`src/hdl/ctw_pkg.sv`:
```
// Shared types, constants and ring geometry for the control transfer TRB writer.
`timescale 1ns / 1ps
package ctw_pkg;

  localparam int RING_DEPTH = 64;
  localparam int SLOT_W     = (RING_DEPTH > 1) ? $clog2(RING_DEPTH) : 1;
  localparam int LAST_SLOT  = RING_DEPTH - 1;

  localparam logic [5:0] TRB_SETUP  = 6'd2;
  localparam logic [5:0] TRB_DATA   = 6'd3;
  localparam logic [5:0] TRB_STATUS = 6'd4;
  localparam logic [5:0] TRB_LINK   = 6'd6;

  localparam logic [1:0] TRT_NONE = 2'd0;
  localparam logic [1:0] TRT_OUT  = 2'd2;
  localparam logic [1:0] TRT_IN   = 2'd3;

  localparam logic [31:0] BIT_TC     = 32'h0000_0002;
  localparam logic [31:0] BIT_IOC    = 32'h0000_0020;
  localparam logic [31:0] BIT_IDT    = 32'h0000_0040;
  localparam logic [31:0] BIT_DIR_IN = 32'h0001_0000;

  localparam logic [31:0] SETUP_LEN = 32'd8;

  typedef struct packed {
    logic [7:0]  request_type;
    logic [7:0]  request_code;
    logic [15:0] request_value;
    logic [15:0] request_index;
    logic [15:0] data_length;
    logic [63:0] buffer_address;
  } req_t;

  typedef struct packed {
    logic [5:0]  ring_slot;
    logic [31:0] param_low;
    logic [31:0] param_high;
    logic [31:0] status_word;
    logic [31:0] control_word;
    logic        last_trb;
  } trb_t;

  typedef struct packed {
    logic [31:0] setup_low;
    logic [31:0] setup_high;
    logic [31:0] setup_ctl;
    logic        has_data;
    logic [63:0] data_addr;
    logic [15:0] data_len;
    logic [31:0] data_ctl;
    logic [31:0] status_ctl;
  } cmd_t;

endpackage

```
`src/hdl/ctw_front.sv`:
```
// Request decoder and command queue feeding the TRB sequencer.
`timescale 1ns / 1ps
module ctw_front import ctw_pkg::*; (
  input  logic clk,
  input  logic rst,
  input  logic push,
  output logic full,
  input  req_t request,
  output logic cmd_valid,
  input  logic cmd_pop,
  output cmd_t cmd
);

  cmd_t       entries [2];
  logic       wr_ptr;
  logic       rd_ptr;
  logic [1:0] count;
  logic [1:0] count_next;
  cmd_t       decoded;
  logic       is_in;
  logic       len_nz;
  logic [1:0] trt;
  logic       push_ok;
  logic       pop_ok;

  always_comb begin
    is_in  = request.request_type[7];
    len_nz = (request.data_length != 16'd0);
    trt    = len_nz ? (is_in ? TRT_IN : TRT_OUT) : TRT_NONE;
    decoded.setup_low  = {request.request_value, request.request_code, request.request_type};
    decoded.setup_high = {request.data_length, request.request_index};
    decoded.setup_ctl  = ({30'd0, trt} << 16) | ({26'd0, TRB_SETUP} << 10) | BIT_IDT;
    decoded.has_data   = len_nz && (request.buffer_address != 64'd0);
    decoded.data_addr  = request.buffer_address;
    decoded.data_len   = request.data_length;
    decoded.data_ctl   = ({26'd0, TRB_DATA} << 10) | (is_in ? BIT_DIR_IN : 32'd0) | BIT_IOC;
    decoded.status_ctl = ({26'd0, TRB_STATUS} << 10)
                       | ((!len_nz || !is_in) ? BIT_DIR_IN : 32'd0) | BIT_IOC;
  end

  assign full      = (count == 2'd2);
  assign cmd_valid = (count != 2'd0);
  assign push_ok   = push && !full;
  assign pop_ok    = cmd_pop && cmd_valid;
  assign cmd       = entries[rd_ptr];

  always_comb begin
    count_next = count;
    if (push_ok && !pop_ok) begin
      count_next = count + 2'd1;
    end else if (pop_ok && !push_ok) begin
      count_next = count - 2'd1;
    end
  end

  always_ff @(posedge clk) begin
    if (push_ok) begin
      entries[wr_ptr] <= decoded;
    end
  end

  always_ff @(posedge clk) begin
    if (rst) begin
      wr_ptr <= 1'b0;
      rd_ptr <= 1'b0;
      count  <= 2'd0;
    end else begin
      if (push_ok) begin
        wr_ptr <= ~wr_ptr;
      end
      if (pop_ok) begin
        rd_ptr <= ~rd_ptr;
      end
      count <= count_next;
    end
  end

endmodule

```
`src/hdl/ctw_back.sv`:
```
// TRB sequencer with ring slot, cycle bit, link insertion and result queue.
`timescale 1ns / 1ps
module ctw_back import ctw_pkg::*; (
  input  logic        clk,
  input  logic        rst,
  input  logic        cfg_valid,
  input  logic [63:0] cfg_data,
  input  logic        cmd_valid,
  output logic        cmd_pop,
  input  cmd_t        cmd,
  output logic        empty,
  input  logic        pop,
  output trb_t        trb
);

  localparam logic [1:0] PH_SETUP  = 2'd0;
  localparam logic [1:0] PH_DATA   = 2'd1;
  localparam logic [1:0] PH_STATUS = 2'd2;

  logic [63:0]       ring_base;
  logic [SLOT_W-1:0] slot;
  logic              cycle;
  logic              busy;
  logic [1:0]        phase;
  logic [1:0]        phase_next;
  cmd_t              cur;

  trb_t       entries [2];
  logic       wr_ptr;
  logic       rd_ptr;
  logic [1:0] count;
  logic [1:0] count_next;

  logic emit_go;
  logic at_last;
  logic finishing;
  logic pop_ok;
  trb_t emit_trb;

  assign at_last   = (slot == SLOT_W'(LAST_SLOT));
  assign emit_go   = busy && (count != 2'd2);
  assign finishing = emit_go && !at_last && (phase == PH_STATUS);
  assign cmd_pop   = cmd_valid && (!busy || finishing);
  assign pop_ok    = pop && !empty;
  assign empty     = (count == 2'd0);
  assign trb       = entries[rd_ptr];

  always_comb begin
    emit_trb.ring_slot = 6'(slot);
    emit_trb.last_trb  = 1'b0;
    phase_next         = phase;
    if (at_last) begin
      emit_trb.param_low    = ring_base[31:0];
      emit_trb.param_high   = ring_base[63:32];
      emit_trb.status_word  = 32'd0;
      emit_trb.control_word = ({26'd0, TRB_LINK} << 10) | BIT_TC | {31'd0, cycle};
    end else begin
      unique case (phase)
        PH_SETUP: begin
          emit_trb.param_low    = cur.setup_low;
          emit_trb.param_high   = cur.setup_high;
          emit_trb.status_word  = SETUP_LEN;
          emit_trb.control_word = cur.setup_ctl | {31'd0, cycle};
          phase_next            = cur.has_data ? PH_DATA : PH_STATUS;
        end
        PH_DATA: begin
          emit_trb.param_low    = cur.data_addr[31:0];
          emit_trb.param_high   = cur.data_addr[63:32];
          emit_trb.status_word  = {16'd0, cur.data_len};
          emit_trb.control_word = cur.data_ctl | {31'd0, cycle};
          phase_next            = PH_STATUS;
        end
        default: begin
          emit_trb.param_low    = 32'd0;
          emit_trb.param_high   = 32'd0;
          emit_trb.status_word  = 32'd0;
          emit_trb.control_word = cur.status_ctl | {31'd0, cycle};
          emit_trb.last_trb     = 1'b1;
          phase_next            = PH_SETUP;
        end
      endcase
    end
  end

  always_comb begin
    count_next = count;
    if (emit_go && !pop_ok) begin
      count_next = count + 2'd1;
    end else if (pop_ok && !emit_go) begin
      count_next = count - 2'd1;
    end
  end

  always_ff @(posedge clk) begin
    if (cmd_pop) begin
      cur <= cmd;
    end
    if (emit_go) begin
      entries[wr_ptr] <= emit_trb;
    end
  end

  always_ff @(posedge clk) begin
    if (rst) begin
      ring_base <= 64'd0;
      slot      <= '0;
      cycle     <= 1'b1;
      busy      <= 1'b0;
      phase     <= PH_SETUP;
      wr_ptr    <= 1'b0;
      rd_ptr    <= 1'b0;
      count     <= 2'd0;
    end else begin
      if (cfg_valid) begin
        ring_base <= cfg_data;
      end
      if (emit_go) begin
        if (at_last) begin
          slot  <= '0;
          cycle <= ~cycle;
        end else begin
          slot <= slot + SLOT_W'(1);
        end
      end
      if (cmd_pop) begin
        busy  <= 1'b1;
        phase <= PH_SETUP;
      end else begin
        if (finishing) begin
          busy <= 1'b0;
        end
        if (emit_go && !at_last) begin
          phase <= phase_next;
        end
      end
      if (emit_go) begin
        wr_ptr <= ~wr_ptr;
      end
      if (pop_ok) begin
        rd_ptr <= ~rd_ptr;
      end
      count <= count_next;
    end
  end

endmodule

```
`src/hdl/control_transfer_trb_writer.sv`:
```
// Top level of the control transfer TRB writer for one transfer ring.
// Usage:
//   Request channel: drive request and raise push; the request is taken at a
//   clock edge where push is high and full is low. Up to two requests queue.
//   Result channel: while empty is low, trb holds the oldest TRB write; raise
//   pop to take it. Each request yields Setup, optional Data, and Status TRBs,
//   with a Link TRB inserted whenever the last ring slot is reached.
//   Configuration: cfg_data is written to ring_base when cfg_valid is high;
//   cfg_ready is always high. Write it only while the block is idle.
// Timing:
//   A taken request moves from the command queue into the sequencer's command
//   register. The sequencer emits one TRB per cycle while the result queue is
//   not full, set by the single-TRB write path; a request yields 2 to 4 TRBs.
// Reset (rst, synchronous): queues empty, slot 0, cycle bit 1, ring_base 0.
// Stall: when pop is held low the two-entry result queue fills, the
//   sequencer holds, then the command queue fills and full rises.
`timescale 1ns / 1ps
module control_transfer_trb_writer import ctw_pkg::*; (
  input  logic        clk,
  input  logic        rst,
  input  logic        push,
  output logic        full,
  input  req_t        request,
  output logic        empty,
  input  logic        pop,
  output trb_t        trb,
  input  logic        cfg_valid,
  output logic        cfg_ready,
  input  logic [63:0] cfg_data
);

  logic cmd_valid;
  logic cmd_pop;
  cmd_t cmd;

  assign cfg_ready = 1'b1;

  ctw_front u_front (
    .clk       (clk),
    .rst       (rst),
    .push      (push),
    .full      (full),
    .request   (request),
    .cmd_valid (cmd_valid),
    .cmd_pop   (cmd_pop),
    .cmd       (cmd)
  );

  ctw_back u_back (
    .clk       (clk),
    .rst       (rst),
    .cfg_valid (cfg_valid && cfg_ready),
    .cfg_data  (cfg_data),
    .cmd_valid (cmd_valid),
    .cmd_pop   (cmd_pop),
    .cmd       (cmd),
    .empty     (empty),
    .pop       (pop),
    .trb       (trb)
  );

endmodule

```
`config.mk`:
```
export PLATFORM = sky130hd
export DESIGN_NAME = control_transfer_trb_writer
export DESIGN_NICKNAME = d
export VERILOG_FILES = /design/src/hdl/ctw_pkg.sv /design/src/hdl/ctw_front.sv /design/src/hdl/ctw_back.sv /design/src/hdl/control_transfer_trb_writer.sv
export SDC_FILE = /design/constraint.sdc
export NUM_CORES = 1
export LEC_CHECK = 0
export BUFFER_PORTS_ARGS = -buffer_cell sky130_fd_sc_hd__buf_2
export CAP_MARGIN = 20
export CELL_PAD_IN_SITES_DETAIL_PLACEMENT = 0
export CELL_PAD_IN_SITES_GLOBAL_PLACEMENT = 2
export CORE_MARGIN = 3
export CORE_UTILIZATION = 46
export DETAILED_ROUTE_END_ITERATION = 10
export PLACE_DENSITY_LB_ADDON = 0.1
export SYNTH_ARGS = -nofsm -noshare
export SYNTH_HDL_FRONTEND = slang
export SYNTH_SLANG_ARGS = --single-unit
```
`constraint.sdc`:
```
create_clock -name clk -period 19.81 [get_ports clk]
set_clock_uncertainty 0.05 [all_clocks]
set_input_delay 2.9715 -clock clk [delete_from_list [all_inputs] [get_ports clk]]
set_output_delay 2.9715 -clock clk [all_outputs]
set_load 0.005 [all_outputs]
```
# After elaboration in Yosys (flattened, before gate mapping)
# Memories as Yosys holds them, arrays and structs flattened. A register that Yosys moved wholly into a read port is not among the register bits.
# Index checks and enable logic that the tools add are counted.
# Widths: inputs -> output; s select.
# totals
regBits	178
latch_bits	0
ram_bits	622
mem_bits_ro	0
input_bits	197
n_memories	2
# mem_list
name	words	word_bits	rd	rd_clocked_by_memory_dff	write_ports	line_no	source
u_front.entries	2	176	1	1	1	ctw_front.sv:14	cmd_t entries [2];
u_back.entries	2	135	1	1	1	ctw_back.sv:28	trb_t entries [2];
# op_classes
add_sub_neg	5
multipliers	0
n_div	0
magnitude_cmp	0
eq_ne	5
shift	0
mux	23
bitwise	9
n_reduce_logical	36
# op_table
cell	n
$pmux 128 s2	1
$mux 128	1
$or 32x1->32	3
$reduce_bool 64->1	1
$mux 17	2
$reduce_bool 16->1	1
$logic_and 1x1->1	12
$mux 2	6
$mux 1	11
$logic_not 1->1	10
$reduce_bool 2->1	4
$add 6x1->6 const B	1
$eq 6x6->1 const B	1
$mux 6	1
$not 1->1	6
$add 2x1->2 const B	2
$eq 2x2->1 const B	2
$logic_not 2->1	2
$pmux 2 s2	1
$reduce_and 2->1	2
$reduce_or 2->1	2
$sub 2x1->2 const B	2
$eq 2x1->1 const B	1
$logic_or 1x1->1	2
$ne 2x2->1 const B	1

# Longest topological paths before layout
# logic_depth
word_depth	10
depth_mapped	10
ltp_nobuf	10

# Hierarchy
# From an unflattened synthesis, not the netlist that was laid out.
# unflattened
hier_cells	1875
area_unflattened_um2	32109.5
# by_module_without_submodules
mod	instances	cells_per_inst	area_per_inst_um2
ctw_back	1	1298	21306.7
ctw_front	1	575	10791.6
control_transfer_trb_writer	1	2	11.3

# Least setup slack after synthesis
# Ideal clock, no wire load.
# synth_timing
kind	in2reg
from	input port push
to	memory u_front.entries[0][100] in the netlist's numbering (enable)
setup_time_ns	0.625
arrival_ns	8.542
required_ns	19.135
setup_slack_ns	10.593
stages	2
n_path_buf	0
path_cell_list	nand2_1 nor2_1
# synth_via
elab_chain_cells	3
# synth_rtl
element	line_no	source
start: declaration	control_transfer_trb_writer.sv:21	input logic push,
$logic_and 1x1->1	ctw_front.sv:43	assign push_ok = push && !full;
$mux 1	ctw_front.sv:57	if (push_ok) begin
$mux 1 (implied by the code)	ctw_front.sv:58	entries[wr_ptr] <= decoded;
end: declaration	ctw_front.sv:14	
# No other way between the ends.

==> impl_results.html <==
<table>
<tr><th>Metric</th><th>Value</th></tr>
<tr><th colspan="2">Pwr</th></tr>
<tr><td>Power share of the clock group</td><td>30.4%</td></tr>
<tr><td>Max IR drop VDD</td><td>0.000106 V</td></tr>
<tr><td>Static leakage</td><td>10.5 nW</td></tr>
<tr><td>Ratio of total power to cell area</td><td>141 nW/um^2</td></tr>
<tr><td>Combinational share of power</td><td>19.5%</td></tr>
<tr><td>Relative contribution of sequential cells to total power</td><td>50.1%</td></tr>
<tr><td>Switch Pwr</td><td>1.13 mW</td></tr>
<tr><td>Cell-internal power</td><td>3.12 mW</td></tr>
<tr><td>Sw Share</td><td>26.5%</td></tr>
<tr><th colspan="2">Hold path</th></tr>
<tr><td>Type of the worst min-delay path</td><td>flop to flop</td></tr>
<tr><td>Hold Path Depth</td><td>0</td></tr>
<tr><th colspan="2">Setup path</th></tr>
<tr><td>Kind of critical path</td><td>flop to output port</td></tr>
<tr><td>Maximum fanout along the worst path</td><td>59</td></tr>
<tr><td>Kind of launch point of the worst setup path</td><td>flop</td></tr>
<tr><td>Number of cells on the worst reg-to-reg path</td><td>5</td></tr>
<tr><td>Crit path cell chain</td><td>buf_4, mux2_2, buf_2</td></tr>
<tr><td>CP max stage delay</td><td>0.75 ns</td></tr>
<tr><td>Worst Setup End Kind</td><td>output port</td></tr>
<tr><td>Data required time at the worst endpoint</td><td>16.79 ns</td></tr>
<tr><td>Slowest cell on the critical path</td><td>sky130_fd_sc_hd__buf_4</td></tr>
<tr><td>WP data arrival</td><td>2.77 ns</td></tr>
<tr><th colspan="2">Status</th></tr>
<tr><td>Run status</td><td>finished clean</td></tr>
<tr><th colspan="2">Layout</th></tr>
<tr><td>Final std cell area, no fill</td><td>30100 sq um</td></tr>
<tr><td>Finished Layout Cells</td><td>2590</td></tr>
<tr><td>Share of final-layout standard cells stronger than drive strength 1</td><td>36.3%</td></tr>
<tr><td>Final core utilization</td><td>55.1%</td></tr>
<tr><td>Area added between synthesis and finish</td><td>17.2%</td></tr>
<tr><td>Post-layout nets</td><td>1985</td></tr>
<tr><th colspan="2">Timing</th></tr>
<tr><td>RSZ-0062 raised after global routing</td><td>false</td></tr>
<tr><td>Rel. slew slack</td><td>26.7%</td></tr>
<tr><td>Final setup viols</td><td>0</td></tr>
<tr><td>Share of the clock period used by the worst path after layout</td><td>29.3%</td></tr>
<tr><td>Pins over their slew limit</td><td>0</td></tr>
<tr><td>Actual transition at the worst max-transition pin</td><td>1.10 ns</td></tr>
<tr><td>Max Clock Freq</td><td>0.173 GHz</td></tr>
<tr><td>Final hold viol count</td><td>0</td></tr>
<tr><td>Setup Total Neg Slack</td><td>0 ns</td></tr>
<tr><td>Final critical delay including setup and external delays</td><td>5.80 ns</td></tr>
<tr><th colspan="2">Synth</th></tr>
<tr><td>Ys async rst share</td><td>0%</td></tr>
<tr><td>Synth cell types</td><td>40</td></tr>
<tr><td>Cell area after synthesis</td><td>25700 sq um</td></tr>
<tr><td>Number of flops mapped to enable cells by yosys</td><td>588</td></tr>
<tr><td>Top cell types by occurrence after synthesis</td><td>sky130_fd_sc_hd__edfxtp_1 (588), sky130_fd_sc_hd__mux2_2 (229), sky130_fd_sc_hd__mux2i_1 (129), sky130_fd_sc_hd__dfxtp_1 (83), sky130_fd_sc_hd__nor2_1 (81)</td></tr>
<tr><td>Flip-flop and latch count after synthesis</td><td>671</td></tr>
<tr><td>Mapped Cells</td><td>1479</td></tr>
<tr><td>Proportion of synthesized chip area in sequential cells</td><td>75.3%</td></tr>
<tr><td>Biggest area consumer among synthesized cells</td><td>sky130_fd_sc_hd__edfxtp_1</td></tr>
<tr><td>Number of synthesis warnings</td><td>0</td></tr>
<tr><td>Share of the synthesized area in the top cell type</td><td>68.8%</td></tr>
<tr><td>Most common cell in the netlist</td><td>sky130_fd_sc_hd__edfxtp_1</td></tr>
<tr><td>Main synth FF type</td><td>sky130_fd_sc_hd__edfxtp_1</td></tr>
<tr><td>Top post-synthesis cells by area</td><td>sky130_fd_sc_hd__edfxtp_1 (69%), sky130_fd_sc_hd__mux2_2 (10%), sky130_fd_sc_hd__dfxtp_1 (6.5%)</td></tr>
<tr><td>Mean area per synthesized cell</td><td>17.4 sq um</td></tr>
<tr><th colspan="2">Clocking</th></tr>
<tr><td>Count of buffers added by post-CTS timing repair for setup</td><td>0</td></tr>
<tr><td>Clock slew seen by the registers of the worst setup and hold paths</td><td>0.06 ns</td></tr>
<tr><td>Clock Tree Buf Depth</td><td>3</td></tr>
<tr><td>CTS tree</td><td>built</td></tr>
<tr><td>Worst-Skew Late Latency</td><td>0.59 ns</td></tr>
<tr><td>CTS Buf Count</td><td>71</td></tr>
<tr><td># hold bufs at CTS</td><td>0</td></tr>
<tr><td>CTS Sinks</td><td>671</td></tr>
<tr><td>Number of gates resized after cts</td><td>0</td></tr>
<tr><td>Clock Tree Root</td><td>sky130_fd_sc_hd__clkbuf_16</td></tr>
<tr><td>Number of H-tree levels</td><td>3</td></tr>
<tr><th colspan="2">Floorplanning</th></tr>
<tr><td>DIE WIDTH</td><td>242 um</td></tr>
<tr><td>Core ar.</td><td>54600 sq um</td></tr>
<tr><td>Site row count</td><td>85</td></tr>
<tr><td>Number of top-level design ports</td><td>335</td></tr>
<tr><td>Height of the die</td><td>242 um</td></tr>
<tr><td>Effective utilization at floorplan</td><td>47.1%</td></tr>
<tr><td>Die area</td><td>58700 sq um</td></tr>
<tr><th colspan="2">Drt</th></tr>
<tr><td>Wire length per cell</td><td>21.6 um</td></tr>
<tr><td>Pre-Repair DR Iteration Count</td><td>5</td></tr>
<tr><td>Remaining antenna violation count</td><td>0</td></tr>
<tr><td>Per-cell via count in the routed design</td><td>5.11</td></tr>
<tr><td>Vias</td><td>13200</td></tr>
<tr><td>Number of DRC markers after the initial detailed-route iteration</td><td>719</td></tr>
<tr><td>DRC violation count after routing</td><td>0</td></tr>
<tr><td>Total Routed Length</td><td>56000 um</td></tr>
<tr><th colspan="2">Global route</th></tr>
<tr><td>Grt ovf</td><td>0</td></tr>
<tr><td>Vias in the first global route</td><td>13500</td></tr>
<tr><td>Number of antenna violations at the first check in global routing</td><td>12</td></tr>
<tr><td>Largest net degree at the start of global routing</td><td>137</td></tr>
<tr><td>Global-route wire length before repair</td><td>84700 um</td></tr>
<tr><td>Total GRT Usage</td><td>19.1%</td></tr>
<tr><th colspan="2">Place</th></tr>
<tr><td>I/O Buffers</td><td>294</td></tr>
<tr><td>HPWL after detailed placement</td><td>35900 um</td></tr>
<tr><td>DP Cell Count</td><td>2451</td></tr>
<tr><td>DP Area</td><td>27800 sq um</td></tr>
<tr><td>Placer congestion estimate</td><td>0.730</td></tr>
<tr><th colspan="2">Run</th></tr>
<tr><td>Max capacitance violation total</td><td>0</td></tr>
</table>
==> area by class of cell <==
cell class / count / area, sq um
repair buffers: 311 / 1640
clock inverters: 34 / 274
clock buffers: 98 / 2030
multi-input cells: 721 / 5830
inverters: 9 / 36.3
diodes: 7 / 17.5
flip-flops and latches: 671 / 19300
fillers: 4394 / 24500
well taps: 739 / 925
==> per-layer routing <==
metal | vias to the layer above | global-route usage (%) | wire length (um)
met5 | - | 0 | 45
met4 | 6 | 5.78 | 1140
met3 | 81 | 3.93 | 2920
met2 | 336 | 31.2 | 27300
met1 | 6593 | 25.9 | 24600
li1 | 6211 | - | -
==> through the flow <==
step / setup slack (ns) / power (mW) / hold WS [ns]
floorplan: 10.59 / 2.70 / 0.393
global placement: 14.32 / 2.98 / 0.408
detailed placement: 14.29 / 3.01 / 0.421
CTS: 13.91 / 4.31 / 0.439
global route: 13.84 / 4.46 / 0.461
finish: 14.01 / 4.25 / 0.438
==> worst paths after layout <==
| check | end | start | slack, ns |
|---|---|---|---|
| hold / removal | u_back.entries[1][1]$_DFFE_PP_ | u_back.cycle$_SDFFE_PP1P_ | 0.44 |
| setup reg to reg | u_front.entries[0][102]$_DFFE_PP_ | u_front.count[0]$_SDFFE_PP0P_ | 16.75 |
| setup / recovery | trb[112] | flop | 14.01 |
| hold reg to reg | u_back.entries[1][1]$_DFFE_PP_ | u_back.cycle$_SDFFE_PP1P_ | 0.44 |
==> critical path: cells and delay by family, from the launching register on <==
kind                   cells  cell delay [ns]
flip-flops                 1             0.74
multiplexers               1             0.42
buffers and inverters      2             0.88
==> power by group through the flow <==
stage | Combinational (mW) | Sequential (mW) | Clock [mW]
floorplan | 0.567 | 2.13 | 0
global placement | 0.829 | 2.15 | 0
finish | 0.827 | 2.13 | 1.29
CTS | 0.850 | 2.13 | 1.33
detailed placement | 0.845 | 2.16 | 0
global route | 0.911 | 2.16 | 1.38
==> logic make-up after synthesis <==
group | after synthesis | share of synthesized area (%)
XOR/XNOR | 9 | 0.307
buffers and inverters | 125 | 2.76
AND/OR/NAND/NOR | 224 | 3.94
other | 2 | 0.0293
flip-flops | 671 | 75.3
multiplexers | 358 | 15.1
adder cells (fa/ha/maj) | 3 | 0.146
AO/OA/AOI/OAI | 87 | 2.49
==> sequential cells by signal (all words and copies together) (netlist names), named ones only <==
signal            count
u_back.busy           1
u_back.count          2
u_back.cur          132
u_back.cycle          1
u_back.entries      192
u_back.phase          2
u_back.rd_ptr         1
u_back.ring_base     64
u_back.slot           6
u_back.wr_ptr         1
u_front.count         2
u_front.entries     264
u_front.rd_ptr        1
u_front.wr_ptr        1
==> layout by cell type (no fill, tap or decap), types with 3 or more instances in the layout <==
cell                         count
sky130_fd_sc_hd__a21oi_1         9
sky130_fd_sc_hd__buf_4          17
sky130_fd_sc_hd__ha_1            3
sky130_fd_sc_hd__inv_6           4
sky130_fd_sc_hd__clkbuf_16      75
sky130_fd_sc_hd__nand2b_1        3
sky130_fd_sc_hd__nand4_1         8
sky130_fd_sc_hd__clkinv_2       12
sky130_fd_sc_hd__xor2_1          8
sky130_fd_sc_hd__or3_1           4
sky130_fd_sc_hd__nor2_1         79
sky130_fd_sc_hd__dfxtp_1        79
sky130_fd_sc_hd__mux2i_1       129
sky130_fd_sc_hd__nand3_1         8
sky130_fd_sc_hd__clkinv_1        7
sky130_fd_sc_hd__nand2_1        71
sky130_fd_sc_hd__clkbuf_8        7
sky130_fd_sc_hd__buf_2         292
sky130_fd_sc_hd__mux2_2        229
sky130_fd_sc_hd__o21ai_0         5
sky130_fd_sc_hd__nor4_1         19
sky130_fd_sc_hd__edfxtp_1      588
sky130_fd_sc_hd__diode_2         7
sky130_fd_sc_hd__inv_1           8
sky130_fd_sc_hd__o31ai_1        64
sky130_fd_sc_hd__dfxtp_4         4
sky130_fd_sc_hd__clkbuf_1       16
sky130_fd_sc_hd__clkinvlp_4      6
sky130_fd_sc_hd__and2_1         18
sky130_fd_sc_hd__bufinv_16       3
sky130_fd_sc_hd__conb_1         40
Power figures use the tool's default switching activity.
